### config.mk
export PLATFORM = sky130hd
export DESIGN_NAME = event_fifo_with_dedup
export DESIGN_NICKNAME = d
export VERILOG_FILES = /design/src/rtl/efd_pkg.sv /design/src/rtl/efd_ctrl.sv /design/src/rtl/efd_datapath.sv /design/src/rtl/event_fifo_with_dedup.sv
export SDC_FILE = /design/constraint.sdc
export NUM_CORES = 1
export LEC_CHECK = 0
export BUFFER_PORTS_ARGS = -buffer_cell sky130_fd_sc_hd__buf_2
export CORE_AREA = 2 2 91 93
export CTS_CLUSTER_SIZE = 16
export DETAILED_ROUTE_END_ITERATION = 10
export DIE_AREA = 0 0 93 95
export GPL_ROUTABILITY_DRIVEN = 0
export PLACE_DENSITY = 0.79
export SETUP_SLACK_MARGIN = 0.02
export SYNTH_ARGS = -nofsm -noshare
export SYNTH_HDL_FRONTEND = slang
export SYNTH_HIERARCHICAL = 1
export SYNTH_SLANG_ARGS = --single-unit
### constraint.sdc
create_clock -name clk -period 2.99 [get_ports clk]
set_input_delay 0.299 -clock clk [delete_from_list [all_inputs] [get_ports clk]]
set_output_delay 0.299 -clock clk [all_outputs]
set_load 0.05 [all_outputs]
### src/rtl/efd_pkg.sv
// efd_pkg: shared types and constants of the deduplicating event queue
// beat payload structs, status codes, controller/datapath command and status
// no dependencies
`timescale 1ns / 1ps

package efd_pkg;

  localparam int DEFAULT_DEPTH = 8;
  localparam int CODE_W        = 8;
  localparam int STATUS_W      = 3;

  // command field values
  localparam logic CMD_PUSH = 1'b0;
  localparam logic CMD_POP  = 1'b1;

  // status codes of a result beat
  localparam logic [STATUS_W-1:0] ST_PUSHED = 3'd0;
  localparam logic [STATUS_W-1:0] ST_DUP    = 3'd1;
  localparam logic [STATUS_W-1:0] ST_FULL   = 3'd2;
  localparam logic [STATUS_W-1:0] ST_POPPED = 3'd3;
  localparam logic [STATUS_W-1:0] ST_START  = 3'd4;
  localparam logic [STATUS_W-1:0] ST_END    = 3'd5;
  localparam logic [STATUS_W-1:0] ST_NONE   = 3'd6;

  typedef struct packed {
    logic              command;
    logic [CODE_W-1:0] event_code;
  } efd_in_t;

  typedef struct packed {
    logic [STATUS_W-1:0] status;
    logic [CODE_W-1:0]   event_out;
  } efd_out_t;

  // controller -> datapath
  typedef struct packed {
    logic load;     // take the input beat, read head slot, start scan
    logic scan_rd;  // read slot at scan pointer and step it
    logic set_dup;  // duplicate found
    logic commit;   // update queue state and load the output register
  } efd_cmd_t;

  // datapath -> controller
  typedef struct packed {
    logic is_pop;    // latched command is a pop
    logic scan_end;  // scan pointer reached the write pointer
    logic match;     // last slot read equals the latched code
    logic out_free;  // output register can take a result this cycle
  } efd_sts_t;

endpackage

### src/rtl/efd_ctrl.sv
// efd_ctrl: sequencer for the event queue (accept, scan, compare, commit)
// depends on efd_pkg for the command and status structs
`timescale 1ns / 1ps

module efd_ctrl (
  input  logic              clk,
  input  logic              rst_n,
  input  logic              in_valid,
  output logic              in_ready,
  input  efd_pkg::efd_sts_t sts,
  output efd_pkg::efd_cmd_t cmd
);

  localparam logic [1:0] S_IDLE = 2'd0;
  localparam logic [1:0] S_SCAN = 2'd1;
  localparam logic [1:0] S_CMP  = 2'd2;
  localparam logic [1:0] S_DONE = 2'd3;

  logic [1:0] state_r;
  logic [1:0] state_nxt;

  always_comb begin
    state_nxt   = state_r;
    cmd         = '0;
    in_ready    = 1'b0;
    case (state_r)
      S_IDLE: begin
        in_ready = 1'b1;
        if (in_valid) begin
          cmd.load  = 1'b1;
          state_nxt = S_SCAN;
        end
      end
      S_SCAN: begin
        // pops skip the scan
        if (sts.is_pop || sts.scan_end) begin
          state_nxt = S_DONE;
        end else begin
          cmd.scan_rd = 1'b1;
          state_nxt   = S_CMP;
        end
      end
      S_CMP: begin
        if (sts.match) begin
          cmd.set_dup = 1'b1;
          state_nxt   = S_DONE;
        end else begin
          state_nxt = S_SCAN;
        end
      end
      S_DONE: begin
        if (sts.out_free) begin
          cmd.commit = 1'b1;
          state_nxt  = S_IDLE;
        end
      end
      default: begin
        state_nxt = S_IDLE;
      end
    endcase
  end

  always_ff @(posedge clk) begin
    if (!rst_n) begin
      state_r <= S_IDLE;
    end else begin
      state_r <= state_nxt;
    end
  end

endmodule

### src/rtl/efd_datapath.sv
// efd_datapath: slot memory, pointers, burst flag, compare and output register
// depends on efd_pkg; driven by efd_ctrl commands
`timescale 1ns / 1ps

module efd_datapath #(
  parameter int DEPTH = efd_pkg::DEFAULT_DEPTH
) (
  input  logic              clk,
  input  logic              rst_n,
  input  efd_pkg::efd_in_t  in_data,
  input  efd_pkg::efd_cmd_t cmd,
  output efd_pkg::efd_sts_t sts,
  output logic              out_valid,
  input  logic              out_ready,
  output efd_pkg::efd_out_t out_data
);

  localparam int PTR_W = $clog2(DEPTH);
  localparam logic [PTR_W-1:0] LAST = PTR_W'(DEPTH - 1);

  function automatic logic [PTR_W-1:0] wrap_next(input logic [PTR_W-1:0] p);
    logic [PTR_W-1:0] n;
    if (p == LAST) n = '0;
    else           n = p + 1'b1;
    return n;
  endfunction

  logic [efd_pkg::CODE_W-1:0] mem [DEPTH];

  logic [PTR_W-1:0]           rd_ptr_r, rd_ptr_nxt;
  logic [PTR_W-1:0]           wr_ptr_r, wr_ptr_nxt;
  logic [PTR_W-1:0]           scan_ptr_r;
  logic                       idle_r, idle_nxt;
  logic                       dup_r;
  logic                       cmd_r;
  logic [efd_pkg::CODE_W-1:0] code_r;
  logic [efd_pkg::CODE_W-1:0] rdata_r;
  logic                       out_valid_r;
  efd_pkg::efd_out_t          out_data_r, out_data_nxt;
  logic                       mem_we;
  logic [PTR_W-1:0]           rd_addr;

  assign rd_addr = cmd.load ? rd_ptr_r : scan_ptr_r;

  assign sts.is_pop   = (cmd_r == efd_pkg::CMD_POP);
  assign sts.scan_end = (scan_ptr_r == wr_ptr_r);
  assign sts.match    = (rdata_r == code_r);
  assign sts.out_free = !out_valid_r || out_ready;

  // result and next queue state, used only on commit
  always_comb begin
    rd_ptr_nxt   = rd_ptr_r;
    wr_ptr_nxt   = wr_ptr_r;
    idle_nxt     = idle_r;
    mem_we       = 1'b0;
    out_data_nxt = '0;
    if (cmd_r == efd_pkg::CMD_PUSH) begin
      if (dup_r) begin
        out_data_nxt.status = efd_pkg::ST_DUP;
      end else if (wrap_next(wr_ptr_r) == rd_ptr_r) begin
        out_data_nxt.status = efd_pkg::ST_FULL;
      end else begin
        mem_we              = cmd.commit;
        wr_ptr_nxt          = wrap_next(wr_ptr_r);
        out_data_nxt.status = efd_pkg::ST_PUSHED;
      end
    end else if (rd_ptr_r == wr_ptr_r) begin
      if (!idle_r) begin
        idle_nxt            = 1'b1;
        out_data_nxt.status = efd_pkg::ST_END;
      end else begin
        out_data_nxt.status = efd_pkg::ST_NONE;
      end
    end else if (idle_r) begin
      idle_nxt            = 1'b0;
      out_data_nxt.status = efd_pkg::ST_START;
    end else begin
      rd_ptr_nxt             = wrap_next(rd_ptr_r);
      out_data_nxt.status    = efd_pkg::ST_POPPED;
      out_data_nxt.event_out = rdata_r;
    end
  end

  // slot memory, one write and one registered read port
  always_ff @(posedge clk) begin
    if (mem_we) begin
      mem[wr_ptr_r] <= code_r;
    end
    if (cmd.load || cmd.scan_rd) begin
      rdata_r <= mem[rd_addr];
    end
  end

  // beat payload and scan state
  always_ff @(posedge clk) begin
    if (cmd.load) begin
      cmd_r      <= in_data.command;
      code_r     <= in_data.event_code;
      scan_ptr_r <= rd_ptr_r;
    end else if (cmd.scan_rd) begin
      scan_ptr_r <= wrap_next(scan_ptr_r);
    end
    if (cmd.commit) begin
      out_data_r <= out_data_nxt;
    end
  end

  always_ff @(posedge clk) begin
    if (!rst_n) begin
      rd_ptr_r    <= '0;
      wr_ptr_r    <= '0;
      idle_r      <= 1'b0;
      dup_r       <= 1'b0;
      out_valid_r <= 1'b0;
    end else begin
      if (cmd.load) begin
        dup_r <= 1'b0;
      end else if (cmd.set_dup) begin
        dup_r <= 1'b1;
      end
      if (cmd.commit) begin
        rd_ptr_r    <= rd_ptr_nxt;
        wr_ptr_r    <= wr_ptr_nxt;
        idle_r      <= idle_nxt;
        out_valid_r <= 1'b1;
      end else if (out_ready) begin
        out_valid_r <= 1'b0;
      end
    end
  end

  assign out_valid = out_valid_r;
  assign out_data  = out_data_r;

endmodule

### src/rtl/event_fifo_with_dedup.sv
// event_fifo_with_dedup: top level of the deduplicating event queue
// instantiates efd_ctrl and efd_datapath; types from efd_pkg
`timescale 1ns / 1ps
//
// usage
// - input channel in_valid/in_ready/in_data carries one command per beat:
//   a push of event_code or a pop request
// - every input beat yields exactly one result beat on out_valid/out_ready/
//   out_data: status plus the popped code (zero unless status is popped)
// - a push is checked against every queued code by a scan through the slot
//   memory, one slot at a time (registered read, then compare); a
//   duplicate is dropped, a push into a queue holding DEPTH-1 codes is
//   dropped and flagged full
// - pops frame bursts: an empty queue gives one end marker, then results
//   of status none; after an end marker, the first pop with codes queued
//   gives a start marker
// - a push scans the queued codes before its commit (scan stops on a hit),
//   a pop skips the scan; one item is in work at a time
// - reset (rst_n low, synchronous) empties the queue, clears the burst
//   flag and drops any pending result; slot contents are not cleared
// - a stalled receiver holds the result in the output register; the next
//   input beat is still taken and worked on, and waits for the register
//   only at its commit step
//
module event_fifo_with_dedup #(
  parameter int DEPTH = efd_pkg::DEFAULT_DEPTH
) (
  input  logic              clk,
  input  logic              rst_n,
  input  logic              in_valid,
  output logic              in_ready,
  input  efd_pkg::efd_in_t  in_data,
  output logic              out_valid,
  input  logic              out_ready,
  output efd_pkg::efd_out_t out_data
);

  // command and status between sequencer and datapath
  efd_pkg::efd_cmd_t cmd;
  efd_pkg::efd_sts_t sts;

  efd_ctrl u_ctrl (
    .clk      (clk),
    .rst_n    (rst_n),
    .in_valid (in_valid),
    .in_ready (in_ready),
    .sts      (sts),
    .cmd      (cmd)
  );

  efd_datapath #(
    .DEPTH (DEPTH)
  ) u_dp (
    .clk       (clk),
    .rst_n     (rst_n),
    .in_data   (in_data),
    .cmd       (cmd),
    .sts       (sts),
    .out_valid (out_valid),
    .out_ready (out_ready),
    .out_data  (out_data)
  );

endmodule

==> metrics.txt <==
number of cells on the critical path 5; most frequent cells in the layout edfxtp_1 (95), nor2b_1 (33), buf_2 (25); drt wl/cell 18.2 um; Post-synth EDFFs 95; final setup fails 0; R2R depth 5; grt total ovfl 0; outcome completed; Nets 376; Hold Path Origin in_data[8]; most common cell after layout, fill and taps aside edfxtp_1; WL met2 4.05 mm; CTS tree yes; DRC 0; vias in the first global route 2457; highest metal used met4; hold path depth 1; Post-Syn Instances 326; Synth Net Count 346; clock root cell clkbuf_8; DP HPWL 6.03 mm; Clock Skew 0.0124 ns; DIE HEIGHT 95 um; ranking of synthesized cells by area edfxtp_1 (62%), dfxtp_1 (4.8%), nor2b_1 (4.5%), mux4_1 (2.9%), xnor2_1 (2.5%); synthesized area per cell 14.1 um^2; all-layer global routing usage 20.5%; Max H-tree Level 3; leak pwr 1.76 nW; CP max stage cell nor2_1; M1 WL 3.63 mm; PostCTS Resize Cnt 0; Core Region 7930 um^2; reg2reg start u_ctrl/state_r[1]; Worst EP required 2.99 ns; CTS Buffer Depth 2; clock sinks 106; fin cells 466; DR pass1 iterations 4; Worst Max-Slew Pin Slew 0.764 ns; Final Slew Violations 0; WL final 8.50 mm; fmax 0.381 GHz; Crit Path Category flip-flop to flip-flop; vias per cell 5.70; first-pass GRT wire length 13.0 mm; #FFs+latches synth 106; CTS buffer count 9; final clock period utilization by the worst path 87.8%; Tmin final 2.63 ns; IO Pins 26; leading area contributor after synthesis edfxtp_1; VDD IR max 0.371 mV; total negative slack 0 ns; CP Max Fanout 16; ys async rst share 0%; starting density of the core 58.0%; synth unique cells 40; Final Hold Fails 0; max cap viols 0; worst min-delay path class input port to flip-flop; Bufs and invs on worst path 1; insertion delay to the later sink of the worst-skew pair 0.37 ns; filler instances 585; Antenna Cells 0; cells along the critical path and3_2 > inv_1 > nor3_1 > nand3_1 > nor2_1; die area 8840 um^2; Yosys warning total 6; register area share after synthesis 66.8%; crit-path max cell delay 0.56 ns; Worst-path clk slew 0.10 ns; initial antenna violation count 0; layout cells sized above 1 16.3%; Arrival @ worst endpoint 2.63 ns; post-CTS setup buffer count 0; post-synth top area share 62.0%; hold buffers post-CTS 0; pre-CTS setup slack 0.334 ns; Port Buf Inserts 25; Post-Place Cells 450; Die W 93 um; Final WS setup 0.364 ns; Synth Flop Type edfxtp_1; drt initial violations 270; Syn-to-layout area delta 9.28%; power density cells 578 nW/um^2; pin count of the biggest net entering global routing 25; family with the most delay on the worst path simple AND/OR/NAND/NOR gates; via count 2654; RSZ-0062 raised after global routing no; Slew headroom 48.5%; crit path capture type flip-flop; CP startpoint kind flip-flop; post-synthesis cell area 4600 um^2; met3 WL 621 um; row cnt 33; ANT nets after route 0; Worst Setup SP u_ctrl/state_r[1]
[cells by family after synthesis]
logic type,after synthesis,share of synthesized area [%]
multiplexers,12,5.47
AND/OR/NAND/NOR,102,12.6
flip-flops,106,66.8
adder cells (fa/ha/maj),7,1.90
buffers and inverters,23,2.31
XOR/XNOR,16,3.05
AO/OA/AOI/OAI,60,7.83
[final timing paths]
| path | endpoint | slack, ns |
|---|---|---|
| min reg2reg | u_dp/dup_r | 0.52 |
| min | u_dp/cmd_r | 0.1 |
| max | u_dp/mem[5][2] | 0.36 |
| max reg2reg | u_dp/mem[5][2] | 0.36 |
[cells in the mapped netlist, drive strengths merged, types with 3 or more instances]
master   n
a21oi    6
a22oi    8
a31oi    8
and2    10
buf      7
clkbuf   8
dfxtp   11
edfxtp  95
ha       7
inv      8
mux2i    4
mux4     8
nand2    9
nand2b   5
nand3    5
nand4    3
nor2    18
nor2b   33
nor3     9
o21ai   18
o22ai   16
xnor2   13
xor2     3
[where the power goes]
part	internal [W]	total (W)	switching [W]
Combinational	0.000157	0.000361	0.000204
Sequential	0.00168	0.00175	0.0000712
Clock	0.000313	0.000790	0.000477
Total	0.00215	0.00291	0.000752
[flip-flops by register name, indices dropped and copies added, names as in the netlist]
name / count
u_dp/wr_ptr_r: 3
u_dp/mem: 64
u_dp/idle_r: 1
u_dp/dup_r: 1
u_dp/code_r: 8
u_ctrl/state_r: 2
u_dp/rd_ptr_r: 3
u_dp/cmd_r: 1
u_dp/out_valid: 1
u_dp/rdata_r: 8
u_dp/scan_ptr_r: 3
u_dp/out_data: 11
[metal layers]
layer  global-route usage (%)  vias to the layer above
met3                     4.55                       17
met1                     27.7                     1252
met4                     7.97                        0
li1                         -                     1283
met5                        0                        -
met2                     33.1                      102
[per-stage QoR]
stage	cell area, um^2	total power, W	utilization (%)	hold slack [ns]
after floorplan	4600	0.00204	-	0.398
after global placement	4850	0.00214	61.2	0.476
after detailed placement	4850	0.00215	61.2	0.477
after CTS	5030	0.00293	63.4	0.0828
after global routing	5030	0.00303	63.4	0.0721
final	5030	0.00291	63.4	0.0976
[layout make-up]
cell class | instances | area (um^2) | area share (%)
multi-input cells | 197 | 1420 | 28.3
clock buffers | 10 | 128 | 2.54
repair buffers | 34 | 193 | 3.83
clock inverters | 6 | 48.8 | 0.971
inverters | 8 | 30.0 | 0.597
well taps | 105 | 131 | 2.61
flip-flops and latches | 106 | 3070 | 61.1
(Power assumes the default switching activity.)
